`src/rtl/setq_pkg.sv`:
```
// setq_pkg: shared types, codes and default sizes for the sorted expiry timer queue.
// Used by the channel interfaces, the controller, the datapath and the top level.
`timescale 1ns / 1ps

package setq_pkg;

   // default sizes handed to the top level parameters
   localparam int NUM_TIMERS_DEF = 8;
   localparam int TICK_BITS_DEF  = 32;

   // fixed field widths
   localparam int MODE_W    = 2;
   localparam int ID_W      = 3;
   localparam int TIMEOUT_W = 32;
   localparam int STATUS_W  = 2;
   localparam int MASK_W    = 8;

   // request modes (code 3 is unused)
   typedef enum logic [MODE_W-1:0] {
      MODE_START = 2'd0,
      MODE_STOP  = 2'd1,
      MODE_TICK  = 2'd2
   } mode_type;

   // response status codes
   typedef enum logic [STATUS_W-1:0] {
      STAT_OK       = 2'd0,
      STAT_ACTIVE   = 2'd1,
      STAT_INACTIVE = 2'd2
   } status_type;

   // controller to datapath commands
   typedef struct packed {
      logic latch_cmd;    // request transfer, capture payload
      logic status_load;  // capture response status of a start or stop
      logic start_arm;    // record period, compute expiry, begin insert walk
      logic do_stop;      // unlink the named timer
      logic tick_begin;   // advance now, snapshot list order, begin due walk
      logic scan_step;    // walk position forward by one slot
      logic ins_commit;   // link timer at the walk position
      logic fire_load;    // unlink next due timer, compute its reload expiry
      logic set_n;        // due count taken from walk position
      logic k_inc;        // next due timer
      logic out_resp;     // load a start/stop/idle-tick response
      logic out_fire;     // load a fire response
   } cmd_type;

   // datapath to controller status
   typedef struct packed {
      mode_type mode;
      logic     id_ok;
      logic     id_armed;
      logic     ins_more;
      logic     due_more;
      logic     pos_zero;
      logic     fire_periodic;
      logic     last_fire;
      logic     out_free;
   } stat_type;

endpackage

```
`src/rtl/setq_req_if.sv`:
```
// setq_req_if: request channel (valid/ready plus mode, timer id and timeout).
// Depends on setq_pkg for field widths.
`timescale 1ns / 1ps

interface setq_req_if;
   logic                           valid;
   logic                           ready;
   logic [setq_pkg::MODE_W-1:0]    mode;
   logic [setq_pkg::ID_W-1:0]      timer_id;
   logic [setq_pkg::TIMEOUT_W-1:0] timeout;

   modport source (output valid, output mode, output timer_id, output timeout, input ready);
   modport sink   (input valid, input mode, input timer_id, input timeout, output ready);
endinterface

```
`src/rtl/setq_rsp_if.sv`:
```
// setq_rsp_if: response channel (valid/ready plus status, fired, fired_timer, last).
// Depends on setq_pkg for field widths.
`timescale 1ns / 1ps

interface setq_rsp_if;
   logic                          valid;
   logic                          ready;
   logic [setq_pkg::STATUS_W-1:0] status;
   logic                          fired;
   logic [setq_pkg::ID_W-1:0]     fired_timer;
   logic                          last;

   modport source (output valid, output status, output fired, output fired_timer,
                   output last, input ready);
   modport sink   (input valid, input status, input fired, input fired_timer,
                   input last, output ready);
endinterface

```
`src/rtl/setq_ctrl.sv`:
```
// setq_ctrl: one-hot sequencer for start, stop and tick requests.
// Depends on setq_pkg for command and status structs.
`timescale 1ns / 1ps

module setq_ctrl (
   input  logic                clock,
   input  logic                reset,
   input  logic                req_valid,
   output logic                req_ready,
   input  setq_pkg::stat_type  stat,
   output setq_pkg::cmd_type   cmd
);

   typedef enum logic [7:0] {
      S_IDLE       = 8'b0000_0001,
      S_DISPATCH   = 8'b0000_0010,
      S_INS_SCAN   = 8'b0000_0100,
      S_INS_COMMIT = 8'b0000_1000,
      S_RESP       = 8'b0001_0000,
      S_TICK_SCAN  = 8'b0010_0000,
      S_FIRE_RM    = 8'b0100_0000,
      S_FIRE_OUT   = 8'b1000_0000
   } state_type;

   state_type state_ff, state_in;

   assign req_ready = (state_ff == S_IDLE);

   // next state and commands
   always_comb begin
      state_in = state_ff;
      cmd      = '0;
      case (state_ff)
         S_IDLE: begin
            if (req_valid) begin
               cmd.latch_cmd = 1'b1;
               state_in      = S_DISPATCH;
            end
         end
         S_DISPATCH: begin
            cmd.status_load = 1'b1;
            case (stat.mode)
               setq_pkg::MODE_START: begin
                  if (stat.id_ok && !stat.id_armed) begin
                     cmd.start_arm = 1'b1;
                     state_in      = S_INS_SCAN;
                  end else begin
                     state_in = S_RESP;
                  end
               end
               setq_pkg::MODE_STOP: begin
                  cmd.do_stop = stat.id_ok && stat.id_armed;
                  state_in    = S_RESP;
               end
               setq_pkg::MODE_TICK: begin
                  cmd.tick_begin = 1'b1;
                  state_in       = S_TICK_SCAN;
               end
               default: state_in = S_RESP;
            endcase
         end
         S_INS_SCAN: begin
            if (stat.ins_more) cmd.scan_step = 1'b1;
            else               state_in = S_INS_COMMIT;
         end
         S_INS_COMMIT: begin
            cmd.ins_commit = 1'b1;
            state_in = (stat.mode == setq_pkg::MODE_TICK) ? S_FIRE_OUT : S_RESP;
         end
         S_RESP: begin
            if (stat.out_free) begin
               cmd.out_resp = 1'b1;
               state_in     = S_IDLE;
            end
         end
         S_TICK_SCAN: begin
            if (stat.due_more) begin
               cmd.scan_step = 1'b1;
            end else begin
               cmd.set_n = 1'b1;
               state_in  = stat.pos_zero ? S_RESP : S_FIRE_RM;
            end
         end
         S_FIRE_RM: begin
            cmd.fire_load = 1'b1;
            state_in = stat.fire_periodic ? S_INS_SCAN : S_FIRE_OUT;
         end
         S_FIRE_OUT: begin
            if (stat.out_free) begin
               cmd.out_fire = 1'b1;
               if (stat.last_fire) begin
                  state_in = S_IDLE;
               end else begin
                  cmd.k_inc = 1'b1;
                  state_in  = S_FIRE_RM;
               end
            end
         end
         default: state_in = S_IDLE;
      endcase
   end

   // state register
   always_ff @(posedge clock) begin
      if (reset) state_ff <= S_IDLE;
      else       state_ff <= state_in;
   end

endmodule

```
`src/rtl/setq_dp.sv`:
```
// setq_dp: timer list, periods, tick counter, walk counters and response register.
// Depends on setq_pkg; driven by setq_ctrl commands.
`timescale 1ns / 1ps

module setq_dp #(
   parameter int NUM_TIMERS = setq_pkg::NUM_TIMERS_DEF,
   parameter int TICK_BITS  = setq_pkg::TICK_BITS_DEF
) (
   input  logic                             clock,
   input  logic                             reset,
   input  setq_pkg::cmd_type                cmd,
   output setq_pkg::stat_type               stat,
   input  logic [setq_pkg::MODE_W-1:0]      req_mode,
   input  logic [setq_pkg::ID_W-1:0]        req_timer_id,
   input  logic [setq_pkg::TIMEOUT_W-1:0]   req_timeout,
   input  logic                             csr_wr_en,
   input  logic [setq_pkg::MASK_W-1:0]      csr_wr_data,
   output logic                             rsp_valid,
   input  logic                             rsp_ready,
   output logic [setq_pkg::STATUS_W-1:0]    rsp_status,
   output logic                             rsp_fired,
   output logic [setq_pkg::ID_W-1:0]        rsp_fired_timer,
   output logic                             rsp_last
);

   localparam int IDX_W = (NUM_TIMERS > 1) ? $clog2(NUM_TIMERS) : 1;
   localparam int CNT_W = $clog2(NUM_TIMERS + 1);

   // captured request
   setq_pkg::mode_type               mode_ff;
   logic [setq_pkg::ID_W-1:0]        tid_ff;
   logic [setq_pkg::TIMEOUT_W-1:0]   timeout_ff;

   // timer state
   logic [NUM_TIMERS-1:0]  mask_ff;
   logic [TICK_BITS-1:0]   now_ff;
   logic [IDX_W-1:0]       lid_ff    [NUM_TIMERS];
   logic [IDX_W-1:0]       lid_in    [NUM_TIMERS];
   logic [TICK_BITS-1:0]   lexp_ff   [NUM_TIMERS];
   logic [TICK_BITS-1:0]   lexp_in   [NUM_TIMERS];
   logic [TICK_BITS-1:0]   period_ff [NUM_TIMERS];
   logic [NUM_TIMERS-1:0]  armed_ff, armed_in;
   logic [CNT_W-1:0]       count_ff, count_in;

   // walk state
   logic [IDX_W-1:0]       due_ff [NUM_TIMERS];
   logic [IDX_W-1:0]       cur_id_ff;
   logic [TICK_BITS-1:0]   ins_exp_ff;
   logic [CNT_W-1:0]       pos_ff;
   logic [CNT_W-1:0]       n_ff;
   logic [CNT_W-1:0]       k_ff;
   setq_pkg::status_type   status_ff;

   // response register
   logic                          rsp_valid_ff;
   logic [setq_pkg::STATUS_W-1:0] rsp_status_ff;
   logic                          rsp_fired_ff;
   logic [setq_pkg::ID_W-1:0]     rsp_tid_ff;
   logic                          rsp_last_ff;

   logic [IDX_W-1:0]       tid_idx, fire_id, rm_id;
   logic                   tid_ok, id_armed, pos_in_list;
   logic [TICK_BITS-1:0]   head_exp;
   setq_pkg::status_type   status_in;
   logic [NUM_TIMERS-1:0]  rm_match, rm_after;

   // lookups
   assign tid_ok      = (int'(tid_ff) < NUM_TIMERS);
   assign tid_idx     = tid_ff[IDX_W-1:0];
   assign id_armed    = tid_ok && armed_ff[tid_idx];
   assign pos_in_list = (pos_ff < count_ff);
   assign head_exp    = lexp_ff[pos_ff[IDX_W-1:0]];
   assign fire_id     = due_ff[k_ff[IDX_W-1:0]];
   assign rm_id       = cmd.do_stop ? tid_idx : fire_id;

   assign stat.mode          = mode_ff;
   assign stat.id_ok         = tid_ok;
   assign stat.id_armed      = id_armed;
   assign stat.ins_more      = pos_in_list && !(ins_exp_ff < head_exp);
   assign stat.due_more      = pos_in_list && (head_exp <= now_ff);
   assign stat.pos_zero      = (pos_ff == '0);
   assign stat.fire_periodic = mask_ff[fire_id];
   assign stat.last_fire     = ((k_ff + CNT_W'(1)) == n_ff);
   assign stat.out_free      = !rsp_valid_ff || rsp_ready;

   // response status of a start or stop
   always_comb begin
      status_in = setq_pkg::STAT_OK;
      case (mode_ff)
         setq_pkg::MODE_START: begin
            if (!tid_ok)       status_in = setq_pkg::STAT_INACTIVE;
            else if (id_armed) status_in = setq_pkg::STAT_ACTIVE;
         end
         setq_pkg::MODE_STOP: begin
            if (!id_armed) status_in = setq_pkg::STAT_INACTIVE;
         end
         default: status_in = setq_pkg::STAT_OK;
      endcase
   end

   // unlink match and prefix of slots that move down
   always_comb begin
      for (int j = 0; j < NUM_TIMERS; j++) begin
         rm_match[j] = (CNT_W'(j) < count_ff) && (lid_ff[j] == rm_id);
      end
      rm_after[0] = rm_match[0];
      for (int j = 1; j < NUM_TIMERS; j++) begin
         rm_after[j] = rm_after[j-1] | rm_match[j];
      end
   end

   // list update: unlink or sorted link at the walk position
   always_comb begin
      lid_in   = lid_ff;
      lexp_in  = lexp_ff;
      count_in = count_ff;
      armed_in = armed_ff;
      if (cmd.do_stop || cmd.fire_load) begin
         for (int j = 0; j < NUM_TIMERS - 1; j++) begin
            if (rm_after[j]) begin
               lid_in[j]  = lid_ff[j+1];
               lexp_in[j] = lexp_ff[j+1];
            end
         end
         if (rm_after[NUM_TIMERS-1]) count_in = count_ff - CNT_W'(1);
         armed_in[rm_id] = 1'b0;
      end else if (cmd.ins_commit) begin
         for (int j = 1; j < NUM_TIMERS; j++) begin
            if ((CNT_W'(j) > pos_ff) && (CNT_W'(j) <= count_ff)) begin
               lid_in[j]  = lid_ff[j-1];
               lexp_in[j] = lexp_ff[j-1];
            end
         end
         lid_in[pos_ff[IDX_W-1:0]]  = cur_id_ff;
         lexp_in[pos_ff[IDX_W-1:0]] = ins_exp_ff;
         count_in = count_ff + CNT_W'(1);
         armed_in[cur_id_ff] = 1'b1;
      end
   end

   // control state: tick, armed bits, count, mask
   always_ff @(posedge clock) begin
      if (reset) begin
         now_ff   <= '0;
         armed_ff <= '0;
         count_ff <= '0;
         mask_ff  <= '0;
      end else begin
         if (cmd.tick_begin) now_ff <= now_ff + TICK_BITS'(1);
         armed_ff <= armed_in;
         count_ff <= count_in;
         if (csr_wr_en) mask_ff <= csr_wr_data[NUM_TIMERS-1:0];
      end
   end

   // list payload, periods and walk registers
   always_ff @(posedge clock) begin
      lid_ff  <= lid_in;
      lexp_ff <= lexp_in;
      if (cmd.latch_cmd) begin
         mode_ff    <= setq_pkg::mode_type'(req_mode);
         tid_ff     <= req_timer_id;
         timeout_ff <= req_timeout;
      end
      if (cmd.status_load) status_ff <= status_in;
      if (cmd.start_arm) begin
         period_ff[tid_idx] <= TICK_BITS'(timeout_ff);
         ins_exp_ff         <= now_ff + TICK_BITS'(timeout_ff);
         cur_id_ff          <= tid_idx;
      end
      if (cmd.fire_load) begin
         ins_exp_ff <= now_ff + period_ff[fire_id];
         cur_id_ff  <= fire_id;
      end
      if (cmd.tick_begin) due_ff <= lid_ff;
      if (cmd.start_arm || cmd.tick_begin || cmd.fire_load) pos_ff <= '0;
      else if (cmd.scan_step)                               pos_ff <= pos_ff + CNT_W'(1);
      if (cmd.set_n) begin
         n_ff <= pos_ff;
         k_ff <= '0;
      end else if (cmd.k_inc) begin
         k_ff <= k_ff + CNT_W'(1);
      end
   end

   // response register: valid cleared on transfer, reloaded by a command
   always_ff @(posedge clock) begin
      if (reset) begin
         rsp_valid_ff <= 1'b0;
      end else if (cmd.out_resp || cmd.out_fire) begin
         rsp_valid_ff <= 1'b1;
      end else if (rsp_ready) begin
         rsp_valid_ff <= 1'b0;
      end
   end

   always_ff @(posedge clock) begin
      if (cmd.out_resp) begin
         rsp_status_ff <= status_ff;
         rsp_fired_ff  <= 1'b0;
         rsp_tid_ff    <= '0;
         rsp_last_ff   <= 1'b1;
      end else if (cmd.out_fire) begin
         rsp_status_ff <= setq_pkg::STAT_OK;
         rsp_fired_ff  <= 1'b1;
         rsp_tid_ff    <= setq_pkg::ID_W'(cur_id_ff);
         rsp_last_ff   <= stat.last_fire;
      end
   end

   assign rsp_valid       = rsp_valid_ff;
   assign rsp_status      = rsp_status_ff;
   assign rsp_fired       = rsp_fired_ff;
   assign rsp_fired_timer = rsp_tid_ff;
   assign rsp_last        = rsp_last_ff;

`ifndef SYNTH
   // list length matches the armed bits
   a_count_armed: assert property (@(posedge clock) disable iff (reset)
      $countones(armed_ff) == int'(count_ff))
      else $error("armed count does not match armed bits");

   // a link never goes into a full list
   a_no_full_insert: assert property (@(posedge clock) disable iff (reset)
      cmd.ins_commit |-> (count_ff < CNT_W'(NUM_TIMERS)))
      else $error("insert into full timer list");

   // a pending response is never overwritten
   a_no_overwrite: assert property (@(posedge clock) disable iff (reset)
      (cmd.out_resp || cmd.out_fire) |-> (!rsp_valid_ff || rsp_ready))
      else $error("response register overwritten");

   // a stop unlinks exactly one timer
   a_stop_unlinks: assert property (@(posedge clock) disable iff (reset)
      cmd.do_stop |=> (count_ff == $past(count_ff) - CNT_W'(1)))
      else $error("stop did not unlink one timer");
`endif

endmodule

```
`src/rtl/sorted_expiry_timer_queue.sv`:
```
// Start: an accepted start walks the list to its sorted slot and links the timer before its response.
// Stop, rejected start, unused mode and idle tick each load a single response.
// Tick with D due timers: fires 1..D load in list order, each after its own unlink and, if periodic,
// after its sorted re-link; the walk in the datapath moves one slot per cycle.
// One request at a time; the next is taken in the cycle after the last response is loaded.
// Synchronous active-high reset: no timer armed, tick counter and mask cleared.
`timescale 1ns / 1ps

module sorted_expiry_timer_queue #(
   parameter int NUM_TIMERS = setq_pkg::NUM_TIMERS_DEF,
   parameter int TICK_BITS  = setq_pkg::TICK_BITS_DEF
) (
   input  logic                          clock,
   input  logic                          reset,
   setq_req_if.sink                      req_if,
   setq_rsp_if.source                    rsp_if,
   input  logic                          csr_wr_en,
   input  logic [setq_pkg::MASK_W-1:0]   csr_wr_data
);

   setq_pkg::cmd_type  cmd;
   setq_pkg::stat_type stat;

   // sequencer
   setq_ctrl u_ctrl (
      .clock     (clock),
      .reset     (reset),
      .req_valid (req_if.valid),
      .req_ready (req_if.ready),
      .stat      (stat),
      .cmd       (cmd)
   );

   // timer list and response register
   setq_dp #(
      .NUM_TIMERS (NUM_TIMERS),
      .TICK_BITS  (TICK_BITS)
   ) u_dp (
      .clock           (clock),
      .reset           (reset),
      .cmd             (cmd),
      .stat            (stat),
      .req_mode        (req_if.mode),
      .req_timer_id    (req_if.timer_id),
      .req_timeout     (req_if.timeout),
      .csr_wr_en       (csr_wr_en),
      .csr_wr_data     (csr_wr_data),
      .rsp_valid       (rsp_if.valid),
      .rsp_ready       (rsp_if.ready),
      .rsp_status      (rsp_if.status),
      .rsp_fired       (rsp_if.fired),
      .rsp_fired_timer (rsp_if.fired_timer),
      .rsp_last        (rsp_if.last)
   );

endmodule
```
`src/flat_wrapper.sv`:
```
// flat-port wrapper written by rule: the top's interface ports become plain ports
module sorted_expiry_timer_queue_flat 
#(
   parameter int NUM_TIMERS = setq_pkg::NUM_TIMERS_DEF,
   parameter int TICK_BITS  = setq_pkg::TICK_BITS_DEF
)
  (clock, reset, csr_wr_en, csr_wr_data, req_if_valid, req_if_mode, req_if_timer_id, req_if_timeout, req_if_ready, rsp_if_valid, rsp_if_status, rsp_if_fired, rsp_if_fired_timer, rsp_if_last, rsp_if_ready);
  setq_req_if req_if_i ();
  setq_rsp_if rsp_if_i ();
  input  logic clock;
  input  logic reset;
  input  logic csr_wr_en;
  input  logic [setq_pkg::MASK_W-1:0] csr_wr_data;
  input wire logic [$bits(req_if_i.valid)-1:0] req_if_valid;
  input wire logic [$bits(req_if_i.mode)-1:0] req_if_mode;
  input wire logic [$bits(req_if_i.timer_id)-1:0] req_if_timer_id;
  input wire logic [$bits(req_if_i.timeout)-1:0] req_if_timeout;
  output wire logic [$bits(req_if_i.ready)-1:0] req_if_ready;
  output wire logic [$bits(rsp_if_i.valid)-1:0] rsp_if_valid;
  output wire logic [$bits(rsp_if_i.status)-1:0] rsp_if_status;
  output wire logic [$bits(rsp_if_i.fired)-1:0] rsp_if_fired;
  output wire logic [$bits(rsp_if_i.fired_timer)-1:0] rsp_if_fired_timer;
  output wire logic [$bits(rsp_if_i.last)-1:0] rsp_if_last;
  input wire logic [$bits(rsp_if_i.ready)-1:0] rsp_if_ready;
  assign req_if_i.valid = req_if_valid;
  assign req_if_i.mode = req_if_mode;
  assign req_if_i.timer_id = req_if_timer_id;
  assign req_if_i.timeout = req_if_timeout;
  assign req_if_ready = req_if_i.ready;
  assign rsp_if_valid = rsp_if_i.valid;
  assign rsp_if_status = rsp_if_i.status;
  assign rsp_if_fired = rsp_if_i.fired;
  assign rsp_if_fired_timer = rsp_if_i.fired_timer;
  assign rsp_if_last = rsp_if_i.last;
  assign rsp_if_i.ready = rsp_if_ready;
  sorted_expiry_timer_queue #(.NUM_TIMERS(NUM_TIMERS), .TICK_BITS(TICK_BITS)) u_core (.clock(clock), .reset(reset), .req_if(req_if_i), .rsp_if(rsp_if_i), .csr_wr_en(csr_wr_en), .csr_wr_data(csr_wr_data));
endmodule
```
`config.mk`:
```
export PLATFORM = sky130hd
export DESIGN_NAME = sorted_expiry_timer_queue_flat
export DESIGN_NICKNAME = d
export VERILOG_FILES = /design/src/rtl/setq_pkg.sv /design/src/rtl/setq_req_if.sv /design/src/rtl/setq_rsp_if.sv /design/src/rtl/setq_ctrl.sv /design/src/rtl/setq_dp.sv /design/src/rtl/sorted_expiry_timer_queue.sv /design/src/flat_wrapper.sv
export SDC_FILE = /design/constraint.sdc
export NUM_CORES = 1
export LEC_CHECK = 0
export BUFFER_PORTS_ARGS = -buffer_cell sky130_fd_sc_hd__clkbuf_2
export CAP_MARGIN = 20
export CELL_PAD_IN_SITES_DETAIL_PLACEMENT = 2
export CELL_PAD_IN_SITES_GLOBAL_PLACEMENT = 2
export CORE_MARGIN = 2
export CORE_UTILIZATION = 30
export DETAILED_ROUTE_END_ITERATION = 6
export GPL_ROUTABILITY_DRIVEN = 1
export HOLD_SLACK_MARGIN = 0.03
export MAX_ROUTING_LAYER = met4
export PLACE_DENSITY_LB_ADDON = 0.1
export SYNTH_ARGS = -nofsm -noshare
export SYNTH_HDL_FRONTEND = slang
export SYNTH_HIERARCHICAL = 1
export SYNTH_SLANG_ARGS = --single-unit
```
`constraint.sdc`:
```
create_clock -name clock -period 6.4 [get_ports clock]
set_input_delay 0.64 -clock clock [delete_from_list [all_inputs] [get_ports clock]]
set_output_delay 0.64 -clock clock [all_outputs]
set_load 0.05 [all_outputs]
```
* After elaboration in Yosys (flattened, before gate mapping)
Memories as Yosys holds them, arrays and structs flattened.
Cells that the tools add are included.
** Word-level totals
- Flip-flop bits (word level) :: 458
- Bits in latches :: 0
- Memory bits (writable) :: 256
- ROM bits :: 0
- Bits of input ports :: 50
- Output and inout bits :: 9
- Memories kept :: 1
** Cells by class
- $add $sub $neg :: 7
- Multipliers :: 0
- Div/mod/pow operators :: 0
- Magnitude comparators :: 34
- Equality and inequality tests :: 32
- Shift-type cells :: 0
- Muxes and demuxes :: 131
- Bitwise logic cells :: 13
- Reduce and logical (&&, ||, !) cells :: 43
** Memories
- u_core.u_dp.period_ff :: words 8, bits a word 32, rd ports 1, clocked after Yosys merged registers in 0, wr ports 1, RTL line setq_dp.sv:41 : logic [TICK_BITS-1:0] period_ff [NUM_TIMERS];
** Operators with widths (number)
- 32-bit two-way mux :: 33
- 256-bit bitwise mux :: 1
- 256-bit two-way mux :: 1
- 224-bit two-way mux :: 1
- 3-bit two-way mux :: 34
- 32-bit binary-select mux with 3-bit select :: 1
- 32-bit demux with 3-bit select :: 1
- 8-bit two-way mux :: 9
- 32-bit adder :: 2
- 8-bit one-hot mux with 8 select lines :: 1
- 32-bit by 1-bit adder with 32-bit output, second input constant :: 1
- 32-bit less-or-equal comparator :: 1
- 32-bit less-than comparator :: 1
- 1-bit two-way mux :: 27
- 24-bit bitwise mux :: 1
- 3-bit equality test :: 8
- 24-bit two-way mux :: 1
- 2-bit inequality test, second input constant :: 11
- 21-bit two-way mux :: 1
- 1-bit logical AND :: 20
- 2-bit AND reduction :: 9
- 3-bit by 4-bit greater-than comparator with 1-bit output, first input constant :: 4
- 3-bit by 4-bit less-or-equal comparator with 1-bit output, first input constant :: 4
- 3-bit by 4-bit less-than comparator with 1-bit output, first input constant :: 4
- 48 further kinds :: 83

* Logic depth before layout (Yosys ltp)
- Depth in word-level cells :: 17
- Depth in mapped cells :: 24
- Gate-level depth less buffers :: 20

* Cells and area by module
Netlist, hierarchy kept.
** Modules (own cells, without submodules)
- setq_dp :: instances 1, cells each 3112, area each 35416.5 µm², seq. area each 20539.7 µm²
- setq_ctrl :: instances 1, cells each 78, area each 646.9 µm², seq. area each 160.2 µm²

* Worst setup path after synthesis
No wires, ideal clock.
- Path type :: register to register
- From :: register u_core.u_dp.k_ff[1]
- To :: register u_core.u_dp.ins_exp_ff[28], data pin
- Setup time :: 0.261 ns
- Data arrival time :: 4.768 ns
- Path slack :: 1.371 ns
- Stages on the path, launching flop included :: 23
- Clock period less this slack :: 5.029 ns
- Cells stage by stage :: dfxtp_1 buf_6 mux4_1 mux2i_1 buf_2 buf_2 clkbuf_1 nand2_1 a311oi_1 a31oi_1 a21oi_1 ha_1 inv_1 fa_1 nor2b_1 o21a_1 a311o_1 a31oi_1 a311oi_1 o21ai_0 a31oi_1 nor4_1 a311o_1
** Between the ends
- Longest elaborated chain between the ends :: 7
** Ends and longest elaborated chain
- start, declared :: RTL line setq_dp.sv:51 : logic [CNT_W-1:0] k_ff;
- start signal, assigned :: RTL line setq_dp.sv:182 : k_ff <= k_ff + CNT_W'(1);
- 3-bit inverter with 4-bit output (implied by the code) :: RTL line setq_dp.sv:73 : assign fire_id = due_ff[k_ff[IDX_W-1:0]];
- 3-bit binary-select mux with 3-bit select :: RTL line setq_dp.sv:73
- 3-bit two-way mux (implied by the code) (2 in series) :: RTL line setq_dp.sv:73
- memory read 8 x 32 bit
- 32-bit adder :: RTL line setq_dp.sv:172 : ins_exp_ff <= now_ff + period_ff[fire_id];
- 32-bit two-way mux :: RTL line setq_dp.sv:171 : if (cmd.fire_load) begin
- end signal, assigned :: RTL line setq_dp.sv:168 : ins_exp_ff <= now_ff + TICK_BITS'(timeout_ff);
- end signal, assigned :: RTL line setq_dp.sv:172
- end, declared :: RTL line setq_dp.sv:48 : logic [TICK_BITS-1:0] ins_exp_ff;
Every way passes these cells. The select of a mux whose other input is x is not followed.
A chain may end at the register's enable or synchronous reset.

* Worst setup path in the final report
- From :: register u_core.u_dp.k_ff[1]
- To :: register u_core.u_dp.ins_exp_ff[30], data pin
The elaborated chain is that of the path after synthesis.

==> flow_summary.html <==
<table>
<tr><th>Metric</th><th>Value</th></tr>
<tr><th colspan="2">Run status</th></tr>
<tr><td>Outcome</td><td>finished clean</td></tr>
<tr><th colspan="2">Floorplan</th></tr>
<tr><td>Effective utilization at floorplan</td><td>0.301</td></tr>
<tr><td>Cell Rows</td><td>127</td></tr>
<tr><td>Horizontal die dimension</td><td>351 µm</td></tr>
<tr><td>Top-level port count</td><td>59</td></tr>
<tr><td>Core area</td><td>120000 µm²</td></tr>
<tr><td>Chip height</td><td>351 µm</td></tr>
<tr><td>Die footprint</td><td>123000 µm²</td></tr>
<tr><th colspan="2">Detailed routing</th></tr>
<tr><td>Via total after detailed routing</td><td>26249</td></tr>
<tr><td>WL per Instance</td><td>27.1 µm</td></tr>
<tr><td>Detailed-routing iteration count for the pre-antenna-repair pass</td><td>5</td></tr>
<tr><td>Via density</td><td>5.39</td></tr>
<tr><td># DRC</td><td>0</td></tr>
<tr><td>Remaining antenna violation count after routing</td><td>0</td></tr>
<tr><td>Detailed Route WL</td><td>132 mm</td></tr>
<tr><td>Number of DRC markers after the initial detailed-route iteration</td><td>1705</td></tr>
<tr><th colspan="2">STA</th></tr>
<tr><td>Max Slew Vio Count</td><td>0</td></tr>
<tr><td>Fmax</td><td>171 MHz</td></tr>
<tr><td>Worst slew margin relative to its limit</td><td>0.224</td></tr>
<tr><td>Final worst path period need</td><td>5.86 ns</td></tr>
<tr><td>Clk_skew</td><td>0.0313 ns</td></tr>
<tr><td>Part of the cycle the worst path needs</td><td>0.916</td></tr>
<tr><td>Min setup slack post-route</td><td>0.537 ns</td></tr>
<tr><td>Worst Max-Slew Pin Slew</td><td>1.16 ns</td></tr>
<tr><td>Final setup violation count</td><td>0</td></tr>
<tr><td>Final sum of negative setup slack</td><td>0 ns</td></tr>
<tr><td>Hold violation count in the final report</td><td>0</td></tr>
<tr><td>RSZ-0062 raised after global routing</td><td>no</td></tr>
<tr><th colspan="2">Finish</th></tr>
<tr><td>Nets@finish</td><td>3346</td></tr>
<tr><td>Area added between synthesis and finish</td><td>14.4%</td></tr>
<tr><td>Layout filler cell count</td><td>12539</td></tr>
<tr><td>Fraction of layout instances using a drive strength above 1</td><td>0.102</td></tr>
<tr><td>Most used cells in the layout excluding fill and tap cells</td><td>edfxtp_1, nand2_1, o21ai_0</td></tr>
<tr><td>Most common cell after layout, fill and taps aside</td><td>edfxtp_1</td></tr>
<tr><td>Total area of multi-input combinational cells</td><td>14300 µm²</td></tr>
<tr><td>Layout Cells excl Fill</td><td>4871</td></tr>
<tr><td>Final instance area</td><td>41300 µm²</td></tr>
<tr><td>Combined flip-flop and latch cell area</td><td>20700 µm²</td></tr>
<tr><th colspan="2">Placement</th></tr>
<tr><td>Final weighted congestion in routability-driven placement</td><td>0.803</td></tr>
<tr><td>Post-DP Area</td><td>38500 µm²</td></tr>
<tr><td>Count of buffers from port buffering</td><td>58</td></tr>
<tr><td>Worst slack at placement</td><td>0.484 ns</td></tr>
<tr><td>Post-placement cell count</td><td>4709</td></tr>
<tr><td>HPWL after detailed placement</td><td>82.5 mm</td></tr>
<tr><th colspan="2">Synthesis</th></tr>
<tr><td>Number of instances in the synthesized netlist</td><td>3190</td></tr>
<tr><td>Mean area per synthesized cell</td><td>11.3 µm²</td></tr>
<tr><td>Yosys Warn Count</td><td>6</td></tr>
<tr><td>Commonest register cell after synthesis</td><td>edfxtp_1</td></tr>
<tr><td>Synth Net Count</td><td>3349</td></tr>
<tr><td>Post-Syn Area</td><td>36100 µm²</td></tr>
<tr><td>Fraction of registers with async set or reset after synthesis</td><td>0</td></tr>
<tr><td>Number of library cell types mapped by synthesis</td><td>81</td></tr>
<tr><td>Number of synthesized flops with an enable pin</td><td>640</td></tr>
<tr><td>Sequential area share after synthesis</td><td>0.574</td></tr>
<tr><td>#FFs+latches synth</td><td>714</td></tr>
<tr><th colspan="2">Setup path</th></tr>
<tr><td>Register-to-register setup slack</td><td>0.54 ns</td></tr>
<tr><td>Category of cells accounting for the largest share of critical-path delay</td><td>compound AO/OA/AOI/OAI gates</td></tr>
<tr><td>Buffer and inverter count on the worst path</td><td>2</td></tr>
<tr><td>Cell-by-cell trace of the critical path</td><td>mux4_1 -&gt; mux2i_4 -&gt; buf_12 -&gt; nand2_1 -&gt; and3_1 -&gt; a311oi_1 -&gt; a31oi_1 -&gt; a21oi_1 -&gt; ha_1 -&gt; nor2b_1 -&gt; o21a_1 -&gt; a311o_1 -&gt; a31oi_1 -&gt; buf_4 -&gt; a311oi_1 -&gt; o21ai_0 -&gt; a31oi_1 -&gt; a221oi_1 -&gt; xnor2_1</td></tr>
<tr><td>Destination of the worst register-to-register timing path</td><td>u_core/u_dp/ins_exp_ff[30]</td></tr>
<tr><td>Category of the worst setup path launch point</td><td>flip-flop</td></tr>
<tr><td>Crit path max-delay cell type</td><td>mux4_1</td></tr>
<tr><td>WS Path Type</td><td>reg2reg</td></tr>
<tr><td>Crit path required time</td><td>6.81 ns</td></tr>
<tr><td>Maximum cell stage delay along the critical path</td><td>0.66 ns</td></tr>
<tr><td>Crit Path Max Fanout</td><td>93</td></tr>
<tr><td>Setup crit end kind</td><td>flip-flop</td></tr>
<tr><td>CP Data Arrival Time</td><td>6.27 ns</td></tr>
<tr><td>Cell repeated most along the worst path</td><td>a31oi_1</td></tr>
<tr><td>Launch instance of the worst register-to-register path</td><td>u_core/u_dp/k_ff[1]</td></tr>
<tr><td>Logic depth of the worst setup path including buffers</td><td>19</td></tr>
<tr><td>Worst-case reg-to-reg path depth</td><td>19</td></tr>
<tr><th colspan="2">Global route</th></tr>
<tr><td>Layer with the highest usage</td><td>met2</td></tr>
<tr><td>Vias in the first global route</td><td>28753</td></tr>
<tr><td>Global Route Usage Sum</td><td>0.222</td></tr>
<tr><td>Met3 routing resource usage after global routing</td><td>0.0253</td></tr>
<tr><td>Gr ovfl total</td><td>0</td></tr>
<tr><td>Initial antenna violation count</td><td>2</td></tr>
<tr><td>Maximum number of pins on one net before global-route repair</td><td>195</td></tr>
<tr><td>Met1 track utilization from global routing</td><td>0.298</td></tr>
<tr><td>Global-route met2 utilization</td><td>0.355</td></tr>
<tr><td>Wire length of the first global-routing pass</td><td>197 mm</td></tr>
<tr><th colspan="2">Clock network</th></tr>
<tr><td>CTS H-Tree Depth</td><td>3</td></tr>
<tr><td>Post-CTS setup buffer count</td><td>0</td></tr>
<tr><td>TritonCTS clock tree</td><td>built</td></tr>
<tr><td>Post-cts hold buffer count</td><td>0</td></tr>
<tr><td>Later-pin clock latency in the skew report</td><td>0.69 ns</td></tr>
<tr><td>Count of cells resized by post-cts repair</td><td>0</td></tr>
<tr><td>Cell at the root of the clock tree</td><td>clkbuf_16</td></tr>
<tr><td>Number of buffers between clock root and the deepest sink</td><td>3</td></tr>
<tr><td>Clock-pin slew on the worst setup and hold paths</td><td>0.06 ns</td></tr>
<tr><td>Number of buffers created by CTS</td><td>87</td></tr>
<tr><td>TritonCTS sink count</td><td>714</td></tr>
<tr><th colspan="2">Hold path</th></tr>
<tr><td>Depth of the worst hold-timing path</td><td>1</td></tr>
<tr><td>End point of the worst hold path</td><td>u_core/u_dp/timeout_ff[6]</td></tr>
<tr><td>Startpoint of the worst hold path</td><td>req_if_timeout[6]</td></tr>
<tr><td>Worst Hold Class</td><td>in2reg</td></tr>
<tr><th colspan="2">Power and ir drop</th></tr>
<tr><td>Pwr/cell area</td><td>302 nW/µm²</td></tr>
<tr><td>Max rail drop VDD</td><td>0.212 mV</td></tr>
<tr><td>Leak pwr</td><td>14.1 nW</td></tr>
<tr><th colspan="2">Job</th></tr>
<tr><td>Number of violations of the max-capacitance limit</td><td>0</td></tr>
</table>
-- power by group --
group | internal [mW] | switching [mW]
clock network | 2.76 | 2.14
logic | 0.844 | 1.42
registers | 5.15 | 0.146
-- layout make-up --
class	instances	area share
tap	1612	0.0489
multi-input combinational	2155	0.348
antenna	2	0.000121
sequential	714	0.502
clock inverter	41	0.00931
inverter	90	0.00819
clock buffer	118	0.0578
timing repair buffer	139	0.0266
-- per-stage QoR --
step	util	hold slack (ns)	total power, mW
5_1_grt	0.345	0.0876	13.0
3_3_place_gp	0.322	0.445	7.59
3_5_place_dp	0.322	0.470	7.66
6_report	0.345	0.120	12.5
4_1_cts	0.345	0.0632	12.6
2_1_floorplan	-	0.432	6.72
-- logic make-up (layout without fill, tap and decap cells) --
logic type / count (synthesis) / count (layout) / share of synthesized area
AND/OR/NAND/NOR: 967 / 967 / 0.123
XOR/XNOR: 101 / 101 / 0.0245
buffers and inverters: 321 / 388 / 0.0346
multiplexers: 243 / 243 / 0.0724
AO/OA/AOI/OAI: 734 / 734 / 0.133
flip-flops: 714 / 714 / 0.574
other: 1 / 3 / 0.000104
adder cells (fa/ha/maj): 109 / 109 / 0.0380
-- per-layer routing --
layer  part of all wire  up-vias
li1                   -    11869
met1               0.47    13732
met2               0.47      470
met3              0.034      178
met4              0.023        0
met5                  0        -
-- synthesized netlist by cell type, types with 13 or more instances --
library cell / count / area (µm²)
edfxtp_1: 640 / 19200
xnor2_1: 75 / 657
o21a_1: 13 / 97.6
a31oi_1: 44 / 275
nand2_1: 516 / 1940
a311oi_1: 37 / 324
nand3_1: 84 / 420
clkbuf_1: 201 / 754
buf_1: 17 / 63.8
and4_1: 32 / 280
o21ai_0: 247 / 1240
and3_1: 42 / 263
nor2_1: 153 / 574
dfxtp_1: 74 / 1480
nand4_1: 25 / 156
a22oi_1: 126 / 946
a21o_1: 41 / 308
inv_1: 90 / 338
xor2_1: 26 / 228
a22o_1: 69 / 604
mux2i_1: 227 / 2270
a21oi_1: 86 / 430
ha_1: 108 / 1350
nor2b_1: 25 / 156
nand2b_1: 13 / 81.3
nor3_1: 23 / 115
-- worst max-delay path by stage --
| stage | startpoint | end | slack, ns |
|---|---|---|---|
| floorplan | u_core/u_dp/k_ff[1] | u_core/u_dp/ins_exp_ff[28] | 1.37 |
| global placement | u_core/u_dp/k_ff[1] | u_core/u_dp/ins_exp_ff[30] | 0.58 |
| detailed placement | u_core/u_dp/k_ff[1] | u_core/u_dp/ins_exp_ff[28] | 0.48 |
| CTS | u_core/u_dp/k_ff[1] | u_core/u_dp/ins_exp_ff[28] | 0.45 |
| global route | u_core/u_dp/k_ff[1] | u_core/u_dp/ins_exp_ff[30] | 0.03 |
| finish | u_core/u_dp/k_ff[1] | u_core/u_dp/ins_exp_ff[30] | 0.54 |
-- state kept, by name, summed over array words and instances, names as in the netlist, 3 cells and up --
name                         flops
u_core/u_dp/lid_ff              24
u_core/u_dp/timeout_ff          32
u_core/u_dp/tid_ff               3
u_core/u_dp/count_ff             4
u_core/u_dp/rsp_fired_timer      3
u_core/u_dp/due_ff              24
u_core/u_ctrl/state_ff           8
u_core/u_dp/armed_ff             8
u_core/u_dp/period_ff          256
u_core/u_dp/mask_ff              8
u_core/u_dp/now_ff              32
u_core/u_dp/lexp_ff            256
u_core/u_dp/k_ff                 4
u_core/u_dp/cur_id_ff            3
u_core/u_dp/n_ff                 4
u_core/u_dp/pos_ff               4
u_core/u_dp/ins_exp_ff          32
-- worst reg2reg max path, stage by stage (launching register included) --
cell and delay [ns]:
dfxtp_1 0.49, mux4_1 0.66, mux2i_4 0.34, buf_12 0.40, nand2_1 0.14, and3_1 0.17
a311oi_1 0.27, a31oi_1 0.07, a21oi_1 0.30, ha_1 0.33, nor2b_1 0.15, o21a_1 0.19
a311o_1 0.38, a31oi_1 0.19, buf_4 0.17, a311oi_1 0.17, o21ai_0 0.41, a31oi_1 0.28
a221oi_1 0.38, xnor2_1 0.10
(Power assumes the default switching activity.)
